--- src/hdl/pct_pkg.sv ---
// ----------------------------------------------------------------------------
// Pointer contact tracker package
// Field widths, phase and opcode codes, and the layout of one table entry.
// ----------------------------------------------------------------------------
package pct_pkg;

  localparam int ID_W    = 32;
  localparam int DEV_W   = 4;
  localparam int PHASE_W = 2;
  localparam int POS_W   = 32;
  localparam int DELTA_W = POS_W + 1;
  localparam int PRS_W   = 16;

  localparam logic [PHASE_W-1:0] PH_DOWN   = 2'd0;
  localparam logic [PHASE_W-1:0] PH_MOVE   = 2'd1;
  localparam logic [PHASE_W-1:0] PH_UP     = 2'd2;
  localparam logic [PHASE_W-1:0] PH_CANCEL = 2'd3;

  localparam logic OP_POINTER    = 1'b0;
  localparam logic OP_FOCUS_LOST = 1'b1;

  typedef struct packed {
    logic [ID_W-1:0]         id;
    logic [DEV_W-1:0]        dev;
    logic signed [POS_W-1:0] x;
    logic signed [POS_W-1:0] y;
  } entry_t;

  localparam int ENTRY_W = $bits(entry_t);

endpackage

--- src/hdl/pointer_contact_tracker_top.sv ---
// ----------------------------------------------------------------------------
// Pointer contact tracker
// Table of active pointer contacts keyed by contact id and device number.
// ----------------------------------------------------------------------------
// Usage: drive the input word and raise start; it is taken at a clock edge
// where start is high and busy is low. A pointer event sweeps the contact
// table one slot per cycle through a single key comparator, then a shared
// 33-bit subtractor forms delta x and then delta y, and the entry is written
// back. The single result shows in the first cycle with busy low again.
// A focus-lost word sweeps the table the same way and emits one cancel word
// per tracked contact in slot order, at most one per cycle, the final one
// marked by last_result. An empty table emits nothing.
// Each result word is marked by result_strobe and stays on the result ports
// until the next one; the receiver cannot hold it off, so nothing stalls here.
// The sweep through the table memory sets the item time.
// Reset empties the table at once through its valid bits; the memory itself
// needs no clearing pass.
// ----------------------------------------------------------------------------
module pointer_contact_tracker_top
  import pct_pkg::*;
#(
  parameter int MAX_CONTACTS = 16
) (
  input  logic                      clk,
  input  logic                      rst,
  input  logic                      start,
  output logic                      busy,
  input  logic                      opcode,
  input  logic [ID_W-1:0]           contact_id,
  input  logic [DEV_W-1:0]          device_kind,
  input  logic [PHASE_W-1:0]        phase,
  input  logic signed [POS_W-1:0]   pos_x,
  input  logic signed [POS_W-1:0]   pos_y,
  input  logic [PRS_W-1:0]          pressure,
  output logic                      result_strobe,
  output logic [ID_W-1:0]           out_contact_id,
  output logic [DEV_W-1:0]          out_device,
  output logic [PHASE_W-1:0]        out_phase,
  output logic signed [POS_W-1:0]   out_x,
  output logic signed [POS_W-1:0]   out_y,
  output logic signed [DELTA_W-1:0] delta_x,
  output logic signed [DELTA_W-1:0] delta_y,
  output logic [PRS_W-1:0]          out_pressure,
  output logic                      table_full,
  output logic                      last_result
);

  localparam int N  = MAX_CONTACTS;
  localparam int AW = (N > 1) ? $clog2(N) : 1;
  localparam int CW = $clog2(N + 1);
  localparam logic [AW-1:0] LAST_SLOT = AW'(N - 1);

  typedef enum logic [4:0] {
    ST_IDLE  = 5'b00001,
    ST_SCAN  = 5'b00010,
    ST_DX    = 5'b00100,
    ST_DY    = 5'b01000,
    ST_FLUSH = 5'b10000
  } state_t;

  state_t state;
  logic [N-1:0] valid;

  // Latched input word.
  logic [ID_W-1:0]         id_q;
  logic [DEV_W-1:0]        dev_q;
  logic [PHASE_W-1:0]      ph_q;
  logic signed [POS_W-1:0] x_q;
  logic signed [POS_W-1:0] y_q;
  logic [PRS_W-1:0]        prs_q;

  // Sweep counters.
  logic [CW-1:0] issue_cnt;
  logic          issue_pend;
  logic [AW-1:0] issue_addr;
  logic          cmp_vld;
  logic [AW-1:0] cmp_idx;
  logic          cmp_slot_valid;
  logic          cmp_last;

  // Lookup results.
  logic                    hit_found;
  logic [AW-1:0]           hit_idx;
  logic signed [POS_W-1:0] hit_x;
  logic signed [POS_W-1:0] hit_y;
  logic                    free_found;
  logic [AW-1:0]           free_idx;

  entry_t rd_entry;
  entry_t wr_entry;
  logic   ram_we;
  logic [AW-1:0] ram_waddr;

  logic signed [DELTA_W-1:0] sub_a;
  logic signed [DELTA_W-1:0] sub_b;
  logic signed [DELTA_W-1:0] sub_res;
  logic                      zero_delta;
  logic                      end_phase;
  logic                      key_match;
  logic                      slot_sel;
  logic [N-1:0]              issue_mask;
  logic                      issue_last;

  assign busy       = (state != ST_IDLE);
  assign issue_pend = (issue_cnt < CW'(N));
  assign issue_addr = issue_cnt[AW-1:0];
  assign end_phase  = (ph_q == PH_UP) || (ph_q == PH_CANCEL);
  assign zero_delta = !hit_found || (ph_q == PH_DOWN);
  assign key_match  = (rd_entry.id == id_q) && (rd_entry.dev == dev_q);
  assign slot_sel   = hit_found || (!end_phase && free_found);

  // During a flush the bits below the issued slot are already clear, so the
  // slot is the last one when nothing above it remains.
  assign issue_mask = {{(N-1){1'b0}}, 1'b1} << issue_addr;
  assign issue_last = ((valid & ~issue_mask) == '0);

  // Shared subtractor: x in the first delta cycle, y in the second.
  always_comb begin
    if (state == ST_DX) begin
      sub_a = {x_q[POS_W-1], x_q};
      sub_b = {hit_x[POS_W-1], hit_x};
    end else begin
      sub_a = {y_q[POS_W-1], y_q};
      sub_b = {hit_y[POS_W-1], hit_y};
    end
    sub_res = sub_a - sub_b;
  end

  always_comb begin
    wr_entry.id  = id_q;
    wr_entry.dev = dev_q;
    wr_entry.x   = x_q;
    wr_entry.y   = y_q;
    ram_we       = (state == ST_DY) && slot_sel;
    ram_waddr    = hit_found ? hit_idx : free_idx;
  end

  pct_ram #(
    .WIDTH(ENTRY_W),
    .DEPTH(N)
  ) u_table (
    .clk  (clk),
    .we   (ram_we),
    .waddr(ram_waddr),
    .wdata(wr_entry),
    .raddr(issue_addr),
    .rdata(rd_entry)
  );

  always_ff @(posedge clk) begin
    if (rst) begin
      state         <= ST_IDLE;
      valid         <= '0;
      result_strobe <= 1'b0;
      cmp_vld       <= 1'b0;
      issue_cnt     <= '0;
      hit_found     <= 1'b0;
      free_found    <= 1'b0;
    end else begin
      result_strobe <= 1'b0;
      case (state)
        ST_IDLE: begin
          if (start) begin
            id_q       <= contact_id;
            dev_q      <= device_kind;
            ph_q       <= phase;
            x_q        <= pos_x;
            y_q        <= pos_y;
            prs_q      <= pressure;
            issue_cnt  <= '0;
            cmp_vld    <= 1'b0;
            hit_found  <= 1'b0;
            free_found <= 1'b0;
            state      <= (opcode == OP_FOCUS_LOST) ? ST_FLUSH : ST_SCAN;
          end
        end
        ST_SCAN: begin
          if (issue_pend) begin
            issue_cnt <= issue_cnt + CW'(1);
          end
          cmp_vld <= issue_pend;
          cmp_idx <= issue_addr;
          if (cmp_vld) begin
            if (valid[cmp_idx] && key_match && !hit_found) begin
              hit_found <= 1'b1;
              hit_idx   <= cmp_idx;
              hit_x     <= rd_entry.x;
              hit_y     <= rd_entry.y;
            end
            if (!valid[cmp_idx] && !free_found) begin
              free_found <= 1'b1;
              free_idx   <= cmp_idx;
            end
            if (cmp_idx == LAST_SLOT) begin
              state <= ST_DX;
            end
          end
        end
        ST_DX: begin
          delta_x <= zero_delta ? '0 : sub_res;
          state   <= ST_DY;
        end
        ST_DY: begin
          delta_y        <= zero_delta ? '0 : sub_res;
          out_contact_id <= id_q;
          out_device     <= dev_q;
          out_phase      <= ph_q;
          out_x          <= x_q;
          out_y          <= y_q;
          out_pressure   <= prs_q;
          table_full     <= !hit_found && !end_phase && !free_found;
          last_result    <= 1'b1;
          result_strobe  <= 1'b1;
          if (slot_sel) begin
            valid[ram_waddr] <= !end_phase;
          end
          state <= ST_IDLE;
        end
        ST_FLUSH: begin
          if (issue_pend) begin
            issue_cnt         <= issue_cnt + CW'(1);
            valid[issue_addr] <= 1'b0;
          end
          cmp_vld        <= issue_pend;
          cmp_idx        <= issue_addr;
          cmp_slot_valid <= valid[issue_addr];
          cmp_last       <= issue_last;
          if (cmp_vld) begin
            if (cmp_slot_valid) begin
              out_contact_id <= rd_entry.id;
              out_device     <= rd_entry.dev;
              out_phase      <= PH_CANCEL;
              out_x          <= rd_entry.x;
              out_y          <= rd_entry.y;
              delta_x        <= '0;
              delta_y        <= '0;
              out_pressure   <= '0;
              table_full     <= 1'b0;
              last_result    <= cmp_last;
              result_strobe  <= 1'b1;
            end
            if (cmp_idx == LAST_SLOT) begin
              state <= ST_IDLE;
            end
          end
        end
        default: begin
          state <= ST_IDLE;
        end
      endcase
    end
  end

  // An accepted word always occupies the sequencer, raising busy.
  a_accept_busy: assert property (@(posedge clk) disable iff (rst)
    (start && !busy) |=> busy)
    else $error("busy did not rise after an accepted word");

  // Only a focus-lost sweep produces words that are not the final one.
  a_nonlast_flush: assert property (@(posedge clk) disable iff (rst)
    (result_strobe && !last_result) |-> (state == ST_FLUSH))
    else $error("non-final result outside a focus-lost sweep");

  // A rejected insert reports no motion.
  a_full_no_delta: assert property (@(posedge clk) disable iff (rst)
    (result_strobe && table_full) |-> (delta_x == '0 && delta_y == '0))
    else $error("table full result carries a nonzero delta");

  // A focus-lost sweep leaves the table empty.
  a_flush_empties: assert property (@(posedge clk) disable iff (rst)
    ((state == ST_FLUSH) ##1 (state == ST_IDLE)) |-> (valid == '0))
    else $error("contacts remain after a focus-lost sweep");

endmodule

--- src/hdl/pct_ram.sv ---
// ----------------------------------------------------------------------------
// Pointer contact tracker RAM
// Generic single-write, single-read memory with a registered read port.
// ----------------------------------------------------------------------------
module pct_ram #(
  parameter int WIDTH = 8,
  parameter int DEPTH = 16
) (
  input  logic                                  clk,
  input  logic                                  we,
  input  logic [((DEPTH > 1) ? $clog2(DEPTH) : 1)-1:0] waddr,
  input  logic [WIDTH-1:0]                      wdata,
  input  logic [((DEPTH > 1) ? $clog2(DEPTH) : 1)-1:0] raddr,
  output logic [WIDTH-1:0]                      rdata
);

  logic [WIDTH-1:0] mem [DEPTH];

  always_ff @(posedge clk) begin
    if (we) begin
      mem[waddr] <= wdata;
    end
    rdata <= mem[raddr];
  end

endmodule

--- config.mk ---
export PLATFORM = sky130hd
export DESIGN_NAME = pointer_contact_tracker_top
export DESIGN_NICKNAME = d
export VERILOG_FILES = /design/src/hdl/pct_pkg.sv /design/src/hdl/pointer_contact_tracker_top.sv /design/src/hdl/pct_ram.sv
export SDC_FILE = /design/constraint.sdc
export NUM_CORES = 2
export LEC_CHECK = 0
export BUFFER_PORTS_ARGS = -buffer_cell sky130_fd_sc_hd__buf_4
export CELL_PAD_IN_SITES_DETAIL_PLACEMENT = 0
export CELL_PAD_IN_SITES_GLOBAL_PLACEMENT = 2
export CORE_MARGIN = 2
export CORE_UTILIZATION = 52
export CTS_BUF_LIST = sky130_fd_sc_hd__clkbuf_8 sky130_fd_sc_hd__clkbuf_16
export CTS_CLUSTER_SIZE = 8
export DETAILED_ROUTE_END_ITERATION = 10
export GPL_TIMING_DRIVEN = 0
export PLACE_DENSITY_LB_ADDON = 0.2
export SKIP_LAST_GASP = 1
export SLEW_MARGIN = 0
export SYNTH_ARGS = -nofsm -noshare
export SYNTH_HDL_FRONTEND = slang
export SYNTH_SLANG_ARGS = --single-unit
--- constraint.sdc ---
create_clock -name clk -period 22 [get_ports clk]
set_input_delay 3.3 -clock clk [delete_from_list [all_inputs] [get_ports clk]]
set_output_delay 3.3 -clock clk [all_outputs]
set_load 0.02 [all_outputs]
==> metrics.md <==
| Metric | Value |
|---|---|
| Crit path launch type | `register` |
| Longest Clk Path Bufs | `4` |
| Proportion of power drawn by the clock network | `46.1%` |
| Share of synthesized registers carrying an async set or reset | `0%` |
| Post-detail-place hpwl | `138 mm` |
| Net total in the final layout | `4,675` |
| Switching power share of the total | `21.0%` |
| Startpoint of the most critical register-to-register path | `state[4]` |
| Count of pins over their slew limit | `11` |
| Overall via count from detail_route | `41,362` |
| Startpoint of the lowest-slack hold path | `u_table.rdata[38]` |
| Worst Reg-to-Reg Cells | `12` |
| DRC viols | `0` |
| Setup total negative slack | `0 ns` |
| Die Ht | `396 um` |
| Via-per-instance ratio | `6.11` |
| Final WL | `215 mm` |
| Register-to-Register Setup Slack | `16.45 ns` |
| Slew HR | `-1.29%` |
| Total of fill cells in the finished design | `10,613` |
| Final GP Congestion | `0.842` |
| Leading post-synthesis cells by cell area | `sky130_fd_sc_hd__edfxtp_1, sky130_fd_sc_hd__mux4_2, sky130_fd_sc_hd__dfxtp_1` |
| Primary FF master, synth | `sky130_fd_sc_hd__edfxtp_1` |
| TritonCTS clock tree | `done` |
| Starting density of the core | `52.2%` |
| Die footprint | `157,000 um^2` |
| Port Buffers | `309` |
| Setup repair after global routing missed its margin | `no` |
| Fraction of post-synthesis cell area in the top cell type by area | `74.3%` |
| Clk Tree Root Cell | `sky130_fd_sc_hd__clkbuf_16` |
| Top achievable clock speed | `180 MHz` |
| Insertion delay to the later sink of the worst-skew pair | `0.91 ns` |
| Core Region | `154,000 um^2` |
| Worst-path cell chain | `nor3_1, nand3b_1, buf_2, buf_1, mux2i_1, ha_1, a21o_1, a221oi_2, o21ai_1, a21oi_1, a22oi_1, a311oi_1` |
| Area growth from synthesis to layout | `20.1%` |
| Slowest Stage Delay on Critical Path | `0.86 ns` |
| Largest delay contributor family on the critical path | `compound AO/OA/AOI/OAI gates` |
| Worst hold path depth | `0` |
| Total I/O pin count | `310` |
| Arrival time of the worst setup path | `6.23 ns` |
| Kind of capture point of the worst setup path | `register` |
| Critical Path RT | `22.68 ns` |
| Type of the worst setup path | `register to register` |
| Number of enable flip-flop cells after synthesis | `1,982` |
| Avg Synthesized Cell Area | `21.2 um^2` |
| Synthesis Warnings | `0` |
| Number of distinct library cells after synthesis | `74` |
| Internal power | `0.00724 W` |
| Final number of setup-violating endpoints | `0` |
| HP Class | `register to register` |
| Violated checks | `capacitance limit, slew limit` |
| Fraction of the yosys area taken by sequential cells | `77.5%` |
| Number of DRC markers in iteration 0 | `5,019` |
| TritonCTS buffer count | `314` |
| Overall track demand over capacity in global routing | `27.5%` |
| Number of global-route vias before repair | `41,201` |
| Comb power frac | `4.8%` |
| Number of hold-repair buffers added at the cts stage | `0` |
| Logic depth of the worst path, buffers included | `12` |
| GRT overflow | `0` |
| Transition time at the pin with the least slew margin | `1.52 ns` |
| Area of all sequential standard cells | `62,100 um^2` |
| Critical path endpoint | `delta_y[32]` |
| Post-detailed-route wirelength per cell | `31.7 um` |
| Final critical delay including setup and external delays | `5.55 ns` |
| CP max FO | `10` |
| Hold slack final | `0.415 ns` |
| Leading cell types in the layout, fill and taps excluded | `sky130_fd_sc_hd__edfxtp_1, sky130_fd_sc_hd__mux4_2, sky130_fd_sc_hd__nand2_1, sky130_fd_sc_hd__clkbuf_16, sky130_fd_sc_hd__buf_4` |
| H-tree Lvls | `5` |
| Endpoint of the worst-slack reg-to-reg timing path | `delta_y[32]` |
| Number of synthesized register bits | `2,112` |
| Final ANT Viol Nets | `0` |
| Pwr per Cell Area | `95.3 nW/um^2` |
| Fraction of final layout cells sized beyond drive strength 1 | `29.1%` |
| Post-CTS Setup Bufs | `0` |
| Number of nets produced by synthesis | `3,945` |
| Synth area leader | `sky130_fd_sc_hd__edfxtp_1` |
| Max capacitance violation total | `1` |
| Clock transition at the registers of the reported paths | `0.05 ns` |
| Most common cell after layout, fill and taps aside | `sky130_fd_sc_hd__edfxtp_1` |
| Summed instance area of the synthesized netlist | `80,100 um^2` |
| Fin. Hold Viols | `0` |
| Detailed-routing iteration count for the pre-antenna-repair pass | `5` |
| Flop pwr share | `49.0%` |
| Num Clock Sinks | `2,112` |
| Status | `complete, but fails checks` |
| Pin count of the biggest net entering global routing | `32` |
| Number of cells upsized or downsized after cts | `0` |
| Layout Skew | `0.0463 ns` |
| Number of cell rows | `144` |
| CP bufs+invs | `2` |
| First-pass GRT wire length | `302 mm` |
| Final Cycle Share | `25.2%` |
| Net load switching power | `0.00193 W` |
| Post-synthesis cell count | `3,784` |
| Leakage power figure | `32.2 nW` |
| Area occupied by multi-input gates | `17,300 um^2` |
| Launching instance or port of the critical path | `state[4]` |
| Worst vdd ir | `0.0795 mV` |
| Cell with the largest stage delay on the worst path | `sky130_fd_sc_hd__buf_1` |
| Width of the chip | `396 um` |
| Number of antenna violations at the first check in global routing | `6` |
flip-flops by register name, summed over array words and instances (netlist names), 5 cells and up:
name,cells
issue_cnt,5
delta_x,33
delta_y,33
x_q,32
u_table.mem,1600
valid,16
out_y,32
y_q,32
out_x,32
out_contact_id,32
state,5
prs_q,16
u_table.rdata,100
id_q,32
hit_y,32
hit_x,32
out_pressure,16
cell type report:
| cell class | count | share of cell area [%] |
|---|---|---|
| Antenna cell | 3 | 0.00780 |
| Buffer | 170 | 0.750 |
| Clock buffer | 323 | 8.38 |
| Clock inverter | 204 | 0.818 |
| Inverter | 23 | 0.0897 |
| Multi-Input combinational cell | 1479 | 18.0 |
| Sequential cell | 2112 | 64.6 |
| Tap cell | 2044 | 2.66 |
| Timing Repair Buffer | 414 | 4.73 |
through the flow:
stage          std cells  setup WS [ns]  power [W]  cell area, um^2  utilization (%)
3_3_place_gp        6137           6.09    0.00502            85000             55.4
4_1_cts             6769          16.49    0.00923            96200             62.7
5_1_grt             6769          16.25    0.00943            96200             62.7
3_5_place_dp        6242          16.50    0.00502            87400             56.9
2_1_floorplan       3784          11.45    0.00484            80100                -
6_report            6772          16.45    0.00917            96200             62.7
cells in the mapped netlist, drive strengths merged (7+ instances only):
library cell / n
a21o: 12
nand2b: 11
dfxtp: 130
mux2i: 36
and3: 12
nor3: 27
buf: 78
nand4: 13
or2: 10
mux2: 32
nor4: 14
o22a: 7
o211ai: 7
o22ai: 7
o21ai: 48
ha: 38
xnor2: 18
o21a: 14
nor3b: 9
a21oi: 70
mux4: 510
and2: 22
inv: 22
xor2: 28
nor2: 84
edfxtp: 1982
nand2: 347
nand3: 19
a31oi: 12
clkbuf: 92
routing by layer:
layer	track usage (%)	wire length (um)	up-vias
li1	-	-	17085
met1	38.8	85600	21895
met2	44.5	106000	2051
met3	4.97	17700	329
met4	7.84	5360	2
met5	0	12	-
kinds of logic after synthesis:
kind of cell	synth area share (%)
AO/OA/AOI/OAI	1.91
multiplexers	15.2
flip-flops	77.5
adder cells (fa/ha/maj)	0.619
AND/OR/NAND/NOR	3.18
buffers and inverters	1.01
XOR/XNOR	0.503
power groups by stage:
stage,Combinational (W),Clock [W],Sequential [W]
global placement,0.000445,0,0.00457
floorplan,0.000303,0,0.00454
CTS,0.000453,0.00429,0.00449
finish,0.000444,0.00423,0.00449
global route,0.000472,0.00446,0.00450
detailed placement,0.000451,0,0.00457
how the worst min path moves through the flow:
stage	end
detailed placement	hit_y[16]
floorplan	hit_x[0]
global route	hit_y[21]
global placement	hit_y[28]
CTS	hit_x[6]
finish	hit_x[6]
worst reg2reg max path, cell delays in order, from the launching register on:
cell                       delay (ns)
sky130_fd_sc_hd__dfxtp_1         0.43
sky130_fd_sc_hd__nor3_1          0.13
sky130_fd_sc_hd__nand3b_1        0.46
sky130_fd_sc_hd__buf_2           0.44
sky130_fd_sc_hd__buf_1           0.87
sky130_fd_sc_hd__mux2i_1         0.31
sky130_fd_sc_hd__ha_1            0.31
sky130_fd_sc_hd__a21o_1          0.27
sky130_fd_sc_hd__a221oi_2        0.67
sky130_fd_sc_hd__o21ai_1         0.39
sky130_fd_sc_hd__a21oi_1         0.48
sky130_fd_sc_hd__a22oi_1         0.23
sky130_fd_sc_hd__a311oi_1        0.37
(Power assumes the default switching activity.)
